### src/design/cvss_pkg.sv
package cvss_pkg;

  localparam int unsigned STEP_COUNT  = 16;
  localparam int unsigned GATE_LENGTH = 1024;

  localparam int unsigned SAMPLE_W   = 16;
  localparam int unsigned STEP_W     = 4;
  localparam int unsigned LEN_W      = 5;
  localparam int unsigned COEF_W     = 16;
  localparam int unsigned GATE_W     = 16;
  localparam int unsigned CFG_IDX_W  = 3;
  localparam int unsigned CFG_DATA_W = 64;
  localparam int unsigned BANK_COUNT = 4;

  localparam logic signed [SAMPLE_W-1:0] HIGH_LEVEL = 16'sd16384;
  localparam logic [LEN_W-1:0] LEN_MAX  = LEN_W'(STEP_COUNT);
  localparam logic [LEN_W-1:0] LEN_MIN  = LEN_W'(1);
  localparam logic [GATE_W-1:0] GATE_LOAD = GATE_W'(GATE_LENGTH);

  typedef enum logic [CFG_IDX_W-1:0] {
    CFG_SEQ_LEN = 3'd0,
    CFG_COEF    = 3'd1,
    CFG_BANK0   = 3'd2,
    CFG_BANK1   = 3'd3,
    CFG_BANK2   = 3'd4,
    CFG_BANK3   = 3'd5
  } cfg_index_t;

  typedef enum logic {
    ST_IDLE,
    ST_CALC
  } state_t;

  typedef struct packed {
    logic load;
    logic finish;
  } ctrl_cmd_t;

  // (x mod len) for x up to STEP_COUNT, len from 1 to STEP_COUNT
  function automatic logic [STEP_W-1:0] wrap_step(input logic [LEN_W-1:0] x,
                                                  input logic [LEN_W-1:0] len);
    logic [9:0] lo;
    logic [9:0] hi;
    logic [STEP_W-1:0] r;
    r = '0;
    for (int k = 0; k <= STEP_COUNT; k++) begin
      lo = 10'(k) * {5'b0, len};
      hi = lo + {5'b0, len};
      if ({5'b0, x} >= lo && {5'b0, x} < hi) begin
        r = STEP_W'({5'b0, x} - lo);
      end
    end
    return r;
  endfunction

endpackage

### src/design/cvss_in_if.sv
interface cvss_in_if;
  logic               valid;
  logic               ready;
  logic signed [15:0] clock_sample;
  logic signed [15:0] reset_sample;

  modport source (output valid, output clock_sample, output reset_sample, input ready);
  modport sink (input valid, input clock_sample, input reset_sample, output ready);
endinterface

### src/design/cvss_out_if.sv
interface cvss_out_if;
  logic               valid;
  logic               ready;
  logic signed [15:0] cv_out;
  logic               gate_out;

  modport source (output valid, output cv_out, output gate_out, input ready);
  modport sink (input valid, input cv_out, input gate_out, output ready);
endinterface

### src/design/cvss_ctrl.sv
module cvss_ctrl (
  input  logic              clk,
  input  logic              rst,
  input  logic              in_valid,
  output logic              in_ready,
  output logic              out_valid,
  input  logic              out_ready,
  output cvss_pkg::ctrl_cmd_t cmd
);
  import cvss_pkg::*;

  state_t state;
  state_t state_next;
  logic   out_valid_next;
  logic   slot_free;

  always_ff @(posedge clk) begin
    if (rst) begin
      state     <= ST_IDLE;
      out_valid <= 1'b0;
    end else begin
      state     <= state_next;
      out_valid <= out_valid_next;
    end
  end

  assign slot_free = !out_valid || out_ready;

  always_comb begin
    state_next = state;
    in_ready   = 1'b0;
    cmd        = '0;
    unique case (state)
      ST_IDLE: begin
        in_ready = 1'b1;
        if (in_valid) begin
          cmd.load   = 1'b1;
          state_next = ST_CALC;
        end
      end
      ST_CALC: begin
        // result register must be empty or draining before it is reloaded
        if (slot_free) begin
          cmd.finish = 1'b1;
          state_next = ST_IDLE;
        end
      end
      default: state_next = ST_IDLE;
    endcase

    if (cmd.finish) begin
      out_valid_next = 1'b1;
    end else if (out_ready) begin
      out_valid_next = 1'b0;
    end else begin
      out_valid_next = out_valid;
    end
  end

endmodule

### src/design/cvss_datapath.sv
module cvss_datapath (
  input  logic                                  clk,
  input  logic                                  rst,
  input  logic                                  cfg_wr_en,
  input  logic [cvss_pkg::CFG_IDX_W-1:0]        cfg_index,
  input  logic [cvss_pkg::CFG_DATA_W-1:0]       cfg_data,
  input  cvss_pkg::ctrl_cmd_t                   cmd,
  input  logic signed [cvss_pkg::SAMPLE_W-1:0]  clock_sample,
  input  logic signed [cvss_pkg::SAMPLE_W-1:0]  reset_sample,
  output logic signed [cvss_pkg::SAMPLE_W-1:0]  cv_out,
  output logic                                  gate_out
);
  import cvss_pkg::*;

  // configuration
  logic [LEN_W-1:0]      seq_len;
  logic [COEF_W-1:0]     coef;
  logic [CFG_DATA_W-1:0] bank [BANK_COUNT];

  // sequencer state
  logic [STEP_W-1:0]          step_index;
  logic                       prev_clock_high;
  logic                       prev_reset_high;
  logic [GATE_W-1:0]          gate_remaining;
  logic signed [SAMPLE_W-1:0] smoothed_cv;

  // between load and finish
  logic signed [SAMPLE_W-1:0] target;
  logic signed [SAMPLE_W:0]   diff;
  logic                       gate_level;

  logic                       clock_high;
  logic                       reset_high;
  logic [LEN_W-1:0]           active_len;
  logic [STEP_W-1:0]          step_after_reset;
  logic [STEP_W-1:0]          step_next;
  logic [GATE_W-1:0]          gate_after_reset;
  logic [GATE_W-1:0]          gate_next;
  logic [CFG_DATA_W-1:0]      bank_word;
  logic signed [SAMPLE_W-1:0] target_next;
  logic signed [2*SAMPLE_W+1:0] product;
  logic signed [2*SAMPLE_W+1:0] rounded;

  always_comb begin
    if (seq_len == '0) begin
      active_len = LEN_MIN;
    end else if (seq_len > LEN_MAX) begin
      active_len = LEN_MAX;
    end else begin
      active_len = seq_len;
    end
  end

  assign clock_high = clock_sample > HIGH_LEVEL;
  assign reset_high = reset_sample > HIGH_LEVEL;

  always_comb begin
    // reset edge first, then clock edge
    if (reset_high && !prev_reset_high) begin
      step_after_reset = '0;
      gate_after_reset = '0;
    end else begin
      step_after_reset = step_index;
      gate_after_reset = gate_remaining;
    end
    if (clock_high && !prev_clock_high) begin
      step_next = wrap_step({1'b0, step_after_reset} + LEN_W'(1), active_len);
      gate_next = GATE_LOAD;
    end else begin
      step_next = step_after_reset;
      gate_next = gate_after_reset;
    end
    bank_word   = bank[step_next[STEP_W-1:2]];
    target_next = bank_word[{step_next[1:0], 4'b0000} +: SAMPLE_W];
  end

  // cv = target + round(c * (cv - target) / 2^16), bypass falls out when c is zero
  assign product = $signed({1'b0, coef}) * diff;
  assign rounded = product + 34'sd32768;

  always_ff @(posedge clk) begin
    if (rst) begin
      seq_len <= LEN_W'(8);
      coef    <= '0;
      for (int b = 0; b < BANK_COUNT; b++) begin
        bank[b] <= '0;
      end
    end else if (cfg_wr_en) begin
      unique case (cfg_index)
        CFG_SEQ_LEN: seq_len <= cfg_data[LEN_W-1:0];
        CFG_COEF:    coef    <= cfg_data[COEF_W-1:0];
        CFG_BANK0:   bank[0] <= cfg_data;
        CFG_BANK1:   bank[1] <= cfg_data;
        CFG_BANK2:   bank[2] <= cfg_data;
        CFG_BANK3:   bank[3] <= cfg_data;
        default: ;
      endcase
    end
  end

  always_ff @(posedge clk) begin
    if (rst) begin
      step_index      <= '0;
      prev_clock_high <= 1'b0;
      prev_reset_high <= 1'b0;
      gate_remaining  <= '0;
      smoothed_cv     <= '0;
      gate_out        <= 1'b0;
    end else begin
      if (cmd.load) begin
        step_index      <= step_next;
        prev_clock_high <= clock_high;
        prev_reset_high <= reset_high;
        gate_remaining  <= (gate_next != '0) ? gate_next - GATE_W'(1) : gate_next;
      end
      if (cmd.finish) begin
        smoothed_cv <= target + rounded[SAMPLE_W+15:16];
        gate_out    <= gate_level;
      end
    end
  end

  always_ff @(posedge clk) begin
    if (cmd.load) begin
      target     <= target_next;
      diff       <= {smoothed_cv[SAMPLE_W-1], smoothed_cv} -
                    {target_next[SAMPLE_W-1], target_next};
      gate_level <= gate_next != '0;
    end
  end

  assign cv_out = smoothed_cv;

endmodule

### src/design/cv_step_sequencer_top.sv
// cv step sequencer
// samples: one item per audio sample, carrying a clock input and a reset input
//   sample (signed q1.15); a level above one half is high, rising edges count.
// results: one item per sample item, carrying the smoothed cv (signed q1.15)
//   and the gate level for that sample.
// config: cfg_wr_en writes cfg_data into register cfg_index:
//   0 sequence length, 1 smoothing coefficient, 2..5 step banks of four steps.
//   other indexes are ignored. write only while no item is in flight.
// timing: an item is taken in the idle state, the smoother multiply-and-round
//   runs in the calc state and lands in the result register once that register
//   is empty or draining; a new item is taken only after the last one has moved
//   into the result register.
// stall: the result register holds its item while results.ready is low; one
//   more sample item is accepted meanwhile and then waits in the multiply step.
// reset: rst (synchronous) returns length 8, coefficient 0, all steps zero,
//   step 0, gate off, cv zero, and empties the result register.
module cv_step_sequencer_top (
  input  logic                              clk,
  input  logic                              rst,
  input  logic                              cfg_wr_en,
  input  logic [cvss_pkg::CFG_IDX_W-1:0]    cfg_index,
  input  logic [cvss_pkg::CFG_DATA_W-1:0]   cfg_data,
  cvss_in_if.sink                           samples,
  cvss_out_if.source                        results
);
  import cvss_pkg::*;

  ctrl_cmd_t cmd;

  cvss_ctrl u_ctrl (
    .clk       (clk),
    .rst       (rst),
    .in_valid  (samples.valid),
    .in_ready  (samples.ready),
    .out_valid (results.valid),
    .out_ready (results.ready),
    .cmd       (cmd)
  );

  cvss_datapath u_datapath (
    .clk          (clk),
    .rst          (rst),
    .cfg_wr_en    (cfg_wr_en),
    .cfg_index    (cfg_index),
    .cfg_data     (cfg_data),
    .cmd          (cmd),
    .clock_sample (samples.clock_sample),
    .reset_sample (samples.reset_sample),
    .cv_out       (results.cv_out),
    .gate_out     (results.gate_out)
  );

endmodule

### src/flat_wrapper.sv
// flat-port wrapper written by rule: the top's interface ports become plain ports
module cv_step_sequencer_top_flat import cvss_pkg::*;
  (clk, rst, cfg_wr_en, cfg_index, cfg_data, samples_valid, samples_clock_sample, samples_reset_sample, samples_ready, results_valid, results_cv_out, results_gate_out, results_ready);
  cvss_in_if samples_i ();
  cvss_out_if results_i ();
  input  logic clk;
  input  logic rst;
  input  logic cfg_wr_en;
  input  logic [cvss_pkg::CFG_IDX_W-1:0] cfg_index;
  input  logic [cvss_pkg::CFG_DATA_W-1:0] cfg_data;
  input wire logic [$bits(samples_i.valid)-1:0] samples_valid;
  input wire logic [$bits(samples_i.clock_sample)-1:0] samples_clock_sample;
  input wire logic [$bits(samples_i.reset_sample)-1:0] samples_reset_sample;
  output wire logic [$bits(samples_i.ready)-1:0] samples_ready;
  output wire logic [$bits(results_i.valid)-1:0] results_valid;
  output wire logic [$bits(results_i.cv_out)-1:0] results_cv_out;
  output wire logic [$bits(results_i.gate_out)-1:0] results_gate_out;
  input wire logic [$bits(results_i.ready)-1:0] results_ready;
  assign samples_i.valid = samples_valid;
  assign samples_i.clock_sample = samples_clock_sample;
  assign samples_i.reset_sample = samples_reset_sample;
  assign samples_ready = samples_i.ready;
  assign results_valid = results_i.valid;
  assign results_cv_out = results_i.cv_out;
  assign results_gate_out = results_i.gate_out;
  assign results_i.ready = results_ready;
  cv_step_sequencer_top u_core (.clk(clk), .rst(rst), .cfg_wr_en(cfg_wr_en), .cfg_index(cfg_index), .cfg_data(cfg_data), .samples(samples_i), .results(results_i));
endmodule
### config.mk
export PLATFORM = sky130hd
export DESIGN_NAME = cv_step_sequencer_top_flat
export DESIGN_NICKNAME = d
export VERILOG_FILES = /design/src/design/cvss_pkg.sv /design/src/design/cvss_in_if.sv /design/src/design/cvss_out_if.sv /design/src/design/cvss_ctrl.sv /design/src/design/cvss_datapath.sv /design/src/design/cv_step_sequencer_top.sv /design/src/flat_wrapper.sv
export SDC_FILE = /design/constraint.sdc
export NUM_CORES = 1
export LEC_CHECK = 0
export BUFFER_PORTS_ARGS = -buffer_cell sky130_fd_sc_hd__buf_2
export CORE_ASPECT_RATIO = 1.2
export CORE_MARGIN = 4
export CORE_UTILIZATION = 55
export DETAILED_ROUTE_END_ITERATION = 12
export PLACE_DENSITY = 0.72
export SLEW_MARGIN = 20
export SYNTH_ARGS = -nofsm -noshare
export SYNTH_HDL_FRONTEND = slang
export SYNTH_HIERARCHICAL = 1
export SYNTH_SLANG_ARGS = --single-unit
### constraint.sdc
create_clock -name clk -period 13.6 [get_ports clk]
set_clock_uncertainty 0.2 [all_clocks]
set_input_delay 2.72 -clock clk [delete_from_list [all_inputs] [get_ports clk]]
set_output_delay 2.72 -clock clk [all_outputs]
set_load 0.02 [all_outputs]
Word-level counts from Yosys, hierarchy flattened

Memory sizes are Yosys's and may differ from the RTL's.
Cells that the tools add are included.

Bits in registers: 96
Bits in latches: 0
Bits in writable memories: 256
ROM bits: 0
Bits of input ports: 104
Output and inout bits: 19
Logic and storage cells: 195
Memories: 1

Add/sub/neg operators: 37
$mul: 12
Divide/modulo/power cells: 0
Magnitude comparators: 37
Equal/unequal tests: 5
Shift operators: 1
Multiplexer cells: 55
Bitwise operators: 5
Reductions and logical operators: 29

Memory list:

| name                   | depth | bits a word | read ports | clocked after memory_dff | wr ports | RTL line            | RTL |
|---|---|---|---|---|---|---|---|
| u_core.u_datapath.bank | 4     | 64          | 1          | 0                        | 4        | cvss_datapath.sv:18 | `logic [CFG_DATA_W-1:0] bank [BANK_COUNT];` |

Operators with widths:

| kind                   | count |
|---|---|
| $mux 64                | 4 |
| $add 9x5->10           | 8 |
| $lt 5x10->1            | 8 |
| $mux 4                 | 19 |
| $ge 5x9->1             | 8 |
| $shiftx 64x7->16       | 1 |
| $sub 4x4->4            | 15 |
| $mux 16                | 3 |
| $add 8x5->9            | 4 |
| $lt 5x9->1             | 4 |
| $mul 4x5->9 const A    | 4 |
| $add 32x17->32 const B | 1 |
| $ge 5x8->1             | 4 |
| $gt 16x16->1 const B   | 2 |
| $mul 17x17->32         | 1 |
| $mul 3x5->8 const A    | 4 |
| $mux 1                 | 26 |
| $mul 2x5->7 const A    | 3 |
| $logic_and 1x1->1      | 19 |
| $sub 16x16->17         | 1 |
| $add 16x16->16         | 1 |
| $add 7x5->8            | 2 |
| $lt 5x8->1             | 2 |
| $reduce_bool 16->1     | 1 |
| other kinds (26)       | 36 |

Depth between registers and ports, before layout

An unclocked memory read counts as a cell.

Depth in word-level cells: 27
Depth in mapped cells: 44
Gate-level depth less buffers: 41

Hierarchy

Netlist, hierarchy kept.

Modules (own cells, without submodules):

| module        | instances | cells an instance | area an instance (sq um) | sequential area each (sq um) |
|---|---|---|---|---|
| cvss_datapath | 1         | 3190              | 31406.4                  | 9909.5 |
| cvss_ctrl     | 1         | 10                | 95.1                     | 40.0 |

Least setup slack after synthesis

OpenSTA, ideal clock, no wires.

Path type: input-to-reg
Start: input samples_reset_sample[9]
End: register u_core.u_datapath.diff[16] (data pin)
Library setup time: 0.256 ns
Data arrival time: 10.129 ns
Data required time: 13.144 ns
Setup slack: 3.016 ns
Stages on the path: 37
Path buffers: 1
Cell sequence: nor4_1 > nand4_1 > nand2_1 > nand2_1 > inv_1 > ha_1 > inv_1 > ha_1 > inv_1 > fa_1 > or3_1 > o211ai_2 > and4_1 > or3b_1 > a31oi_1 > a211oi_1 > o41ai_2 > a21o_2 > nand2_2 > buf_2 > a21o_1 > and4_1 > ha_1 > fa_1 > nor2b_1 > o21ai_0 > a21boi_0 > o21ai_0 > a21boi_0 > o21ai_0 > a21boi_0 > o21ai_0 > a21o_1 > a21oi_1 > o21a_1 > o21ai_0 > a31o_2

Word-level cells in the longest chain between the ends: 27
Elaborated cells on any way between the ends: 92
Classes of those cells: add/sub: 18; order compare: 35; shift: 1; mux: 19; reduce/logical: 18; memory: 1

RTL lines:

| item                                       | RTL line             | RTL |
|---|---|---|
| start: declaration                         | flat_wrapper.sv:13   | `input wire logic [$bits(samples_i.reset_sample)-1:0] samples_reset_sample;` |
| $gt 16x16->1 (*)                           | cvss_datapath.sv:55  | `assign reset_high = reset_sample > HIGH_LEVEL;` |
| $logic_and 1x1->1 (*)                      | cvss_datapath.sv:59  | `if (reset_high && !prev_reset_high) begin` |
| $mux 4 (*)                                 | cvss_datapath.sv:59  |  |
| $add 4x1->5                                | cvss_datapath.sv:67  | `step_next = wrap_step({1'b0, step_after_reset} + LEN_W'(1), active_len);` |
| $ge 5x1->1 or $lt 5x5->1 (tied branches)   | cvss_pkg.sv:49       | `if ({5'b0, x} >= lo && {5'b0, x} < hi) begin` |
| $logic_and 1x1->1                          | cvss_pkg.sv:49       |  |
| $mux 4 (17 in a row)                       | cvss_pkg.sv:49       |  |
| $mux 4 (*)                                 | cvss_datapath.sv:66  | `if (clock_high && !prev_clock_high) begin` |
| $mem_v2 4x64                               | n/a                  |  |
| $shiftx 64x7->16 (*)                       | cvss_datapath.sv:74  | `target_next = bank_word[{step_next[1:0], 4'b0000} +: SAMPLE_W];` |
| named net u_core.u_datapath.target_next[0] | cvss_datapath.sv:40  | `logic signed [SAMPLE_W-1:0] target_next;` |
| $sub 16x16->17 (*)                         | cvss_datapath.sv:126 | `diff <= {smoothed_cv[SAMPLE_W-1], smoothed_cv} -` |
| end signal: assignment                     | cvss_datapath.sv:126 |  |
| end: declaration                           | cvss_datapath.sv:29  | `logic signed [SAMPLE_W:0] diff;` |

Mark *: on every way through the listed nets, which the timed path passes. The rest lies on a longest branch.
A chain may end at the register's enable or synchronous reset.

Worst setup path in the final report

Start: input samples_reset_sample[1]
End: register u_core.u_datapath.diff[16] (data pin)

Word-level cells in the longest chain between the ends: 27
Elaborated cells on any way between the ends: 92
Classes of those cells: add/sub: 18; order compare: 35; shift: 1; mux: 19; reduce/logical: 18; memory: 1

RTL lines:

| item                                     | RTL line |
|---|---|
| $gt 16x16->1 (*)                         | cvss_datapath.sv:55 |
| $logic_and 1x1->1 (*)                    | cvss_datapath.sv:59 |
| $mux 4 (*)                               | cvss_datapath.sv:59 |
| $add 4x1->5                              | cvss_datapath.sv:67 |
| $ge 5x1->1 or $lt 5x5->1 (tied branches) | cvss_pkg.sv:49 |
| $logic_and 1x1->1                        | cvss_pkg.sv:49 |
| $mux 4 (17 in a row)                     | cvss_pkg.sv:49 |
| $mux 4 (*)                               | cvss_datapath.sv:66 |
| $mem_v2 4x64                             | n/a |
| $shiftx 64x7->16 (*)                     | cvss_datapath.sv:74 |
| $sub 16x16->17 (*)                       | cvss_datapath.sv:126 |

Mark *: on every way between the ends. The rest lies on a longest branch, timed or not.

==> results.py <==
metrics = {
    "synthesis": {
        "syn_area_um2": 31500,
        "synthArstFlopShare_pct": 0,
        "ys_seq_area_share_pct": 31.6,
        "ys.flop_type": "edfxtp_1",
        "syn_inst": 3200,
        "yosysWarnings": 6,
        "ys_ff_latch": 352,
        "synth_cell_types": 103,
        "avgSynthCellArea_um2": 9.84,
        "synth_edf_count": 290,
    },
    "critical_path": {
        "cp.arrival_ns": 12.48,
        "critical-path-top-delay-family": "compound AO/OA/AOI/OAI gates",
        "path_class": "in -> reg",
        "timing.rr.start": "u_core/u_datapath/seq_len[2]$_SDFFE_PP0P_",
        "reg2reg_slack_ns": 2.21,
        "rr_worst_depth": 37,
        "end_kind": "register",
        "cp_max_fo": 41,
        "max_stage_delay_ns": 0.78,
        "regToRegEndpoint": "u_core/u_datapath/diff[16]$_DFFE_PP_",
        "startpoint_type": "input port",
        "crit_required_ns": 13.72,
        "cpMostUsedCell": "o21ai_0",
        "crit_slowest_cell": "a31oi_1",
        "timing.critical_path.from": "samples_reset_sample[1]",
        "crit_buf_inv": 3,
    },
    "route": {
        "vias_per_cell": 6.03,
        "wl_um": 89200,
        "dr.pass1.iters": 6,
        "drc": 0,
        "drtIter0Drc": 2129,
        "ant_nets": 0,
        "routedWlPerCell_um": 22.1,
        "dr_total_vias": 24300,
    },
    "clock_network": {
        "cts-htree-levels": 2,
        "cts_setup_buffers": 0,
        "clkLatencyLatePin_ns": 0.57,
        "clk_pin_slew_worst_paths_ns": 0.06,
        "post_cts_resized": 0,
        "cts_tree": "yes",
        "cts_hold_buf": 0,
        "cts_made_buffers": 39,
        "cts.path.max_buffers": 3,
        "cts.sinks": 352,
        "cts_root_buf": "clkbuf_16",
    },
    "grt": {
        "grt_pass1_vias": 25300,
        "antenna_found_initial": 2,
        "grt_first_pass_wirelength_um": 140000,
        "grt_remaining_overflow": 0,
        "grt_usage_pct": 29.0,
        "grt_max_degree": 73,
    },
    "timing": {
        "fin_crit_sh_pct": 90.9,
        "worst_pin_slew_ns": 1.18,
        "finalMaxSlewViolations": 0,
        "final-hold-violation-count": 0,
        "rsz0062_at_grt": "no",
        "max_freq_mhz": 80.9,
        "relSlewSlack_pct": 21.0,
        "final-setup-viol-count": 0,
        "tns_ns": 0,
        "fin_crit_ns": 12.37,
    },
    "die": {
        "fp.dieArea_um2": 61200,
        "io_pins": 123,
        "rows": 95,
        "die_h_um": 270,
        "coreArea_um2": 56300,
        "die_x_um": 226,
        "initial_core_util_pct": 55.9,
    },
    "power_and_ir_drop": {
        "vdd_drop_max_uv": 115,
        "leakage_uw": 0.0151,
        "power_density_nw_per_um2": 134,
    },
    "placed_design": {
        "port_buffers": 122,
        "gp_congestion": 0.993,
        "dp_hpwl_um": 65100,
        "dpl.cell_count": 3956,
    },
    "worst_hold_path": {
        "whs_endpoint": "u_core/u_datapath/gate_out$_SDFFE_PP0P_",
        "min_from": "u_core/u_datapath/gate_level$_DFFE_PP_",
        "hold_class": "reg -> reg",
        "min_path_cells": 2,
    },
    "run": {
        "drv_cap": 0,
    },
    "final_layout": {
        "layout.nets": 3888,
        "final_cells": 4028,
        "drive_gt1_share_pct": 9.64,
        "fillers": 4763,
        "synthToLayoutAreaGrowth_pct": 8.17,
    },
    "run_status": {
        "outcome": "completed",
    },
}
[sequential cells by signal, summed over array words and instances, names as in the netlist]
signal                             cells
u_core/u_datapath/bank               256
u_core/u_datapath/diff                17
u_core/u_datapath/coef                16
u_core/u_datapath/cv_out              16
u_core/u_datapath/gate_remaining      16
u_core/u_datapath/target              16
u_core/u_datapath/seq_len              5
u_core/u_datapath/step_index           4
u_core/u_ctrl/out_valid                1
u_core/u_ctrl/state                    1
u_core/u_datapath/gate_level           1
u_core/u_datapath/gate_out             1
u_core/u_datapath/prev_clock_high      1
u_core/u_datapath/prev_reset_high      1
[area by class of cell]
type                            count  area [um^2]  area share [%]
Timing Repair Buffer              164          926            2.72
Multi-Input combinational cell   2383        19800            58.1
Tap cell                          727          910            2.67
Clock buffer                       48         1030            3.02
Sequential cell                   352         9950            29.2
Antenna cell                        1         2.50         0.00734
Clock inverter                     23          218           0.639
Inverter                          330         1240            3.64
[cell usage after synthesis, types with 8 or more instances]
cell / count / share of area, %
xor2_1: 34 / 0.95
nand3_1: 83 / 1.3
a211oi_1: 18 / 0.43
o211ai_2: 16 / 0.64
and4_1: 22 / 0.61
a22oi_1: 57 / 1.4
o21bai_1: 15 / 0.36
and3_1: 16 / 0.32
mux2i_1: 57 / 1.8
nand2b_1: 35 / 0.70
a31oi_1: 18 / 0.36
a21boi_0: 11 / 0.26
ha_1: 275 / 11
dfxtp_1: 62 / 3.9
edfxtp_1: 290 / 28
or3_1: 13 / 0.26
fa_1: 239 / 15
buf_4: 12 / 0.29
nor2_1: 113 / 1.3
nor3_1: 28 / 0.44
a21o_1: 60 / 1.4
nor2b_1: 31 / 0.62
inv_1: 329 / 3.9
o21ai_0: 70 / 1.1
clkbuf_1: 96 / 1.1
o21a_1: 16 / 0.38
and2_1: 372 / 7.4
mux2_2: 17 / 0.61
a21oi_1: 104 / 1.7
xnor2_1: 60 / 1.7
nor4_1: 11 / 0.22
nand2_1: 391 / 4.7
buf_2: 23 / 0.37
o211ai_1: 29 / 0.69
a211o_1: 8 / 0.22
nand4_1: 23 / 0.46
or2_2: 10 / 0.20
[worst min-delay path: cells and delay by family (launching register included)]
family           cells  cell delay [ns]
muxes                1             0.06
and+or+nand+nor      1             0.08
DFF                  1             0.32
[logic make-up after synthesis]
kind of cell / share of synthesized area (%)
muxes: 2.42
AOI/OAI and AO/OA: 11.5
xor gates and xnor gates: 2.61
buffers and inverters: 5.88
DFF: 31.6
and+or+nand+nor: 19.8
adders and majority gates: 26.1
other: 0.0119
[stage by stage]
stage	setup slack (ns)	util, %	power [uW]	hold slack [ns]	area [um^2]
after floorplan	3.02	-	2910	0.248	31500
after global placement	1.07	58.3	3430	0.263	32800
after detailed placement	0.859	58.3	3490	0.278	32800
after CTS	1.40	60.5	4550	0.285	34100
after global routing	0.578	60.5	4840	0.302	34100
final	1.23	60.5	4550	0.289	34100
[layer usage]
layer	global-route usage, %	vias to the layer above	share of wire (%)
li1	-	11100	-
met1	39.1	12100	42
met2	48.9	922	49
met3	4.54	175	7.0
met4	7.84	0	2.7
met5	0	-	0
[power breakdown]
group / switching, uW / internal [uW]
clock network: 448 / 584
logic: 1160 / 814
registers: 227 / 1320
[cell usage in the layout (no fill, tap or decap), drive strengths merged, types with 74 or more instances in the layout]
cell type and instances:
o21ai 74, and2 375, inv 332, ha 275, fa 239, a21oi 106
edfxtp 290, nor2 118, nand3 83, buf 164, nand2 392
[worst max path at each step]
stage	endpoint	slack (ns)	cells past startpoint
3_3_place_gp	u_core/u_datapath/diff[16]$_DFFE_PP_	1.07	37
4_1_cts	u_core/u_datapath/diff[16]$_DFFE_PP_	1.40	34
2_1_floorplan	u_core/u_datapath/diff[16]$_DFFE_PP_	3.02	37
3_5_place_dp	u_core/u_datapath/diff[16]$_DFFE_PP_	0.86	37
6_report	u_core/u_datapath/diff[16]$_DFFE_PP_	1.23	34
5_1_grt	u_core/u_datapath/diff[16]$_DFFE_PP_	0.58	35
Note: power is estimated with default switching activity, not from simulation.
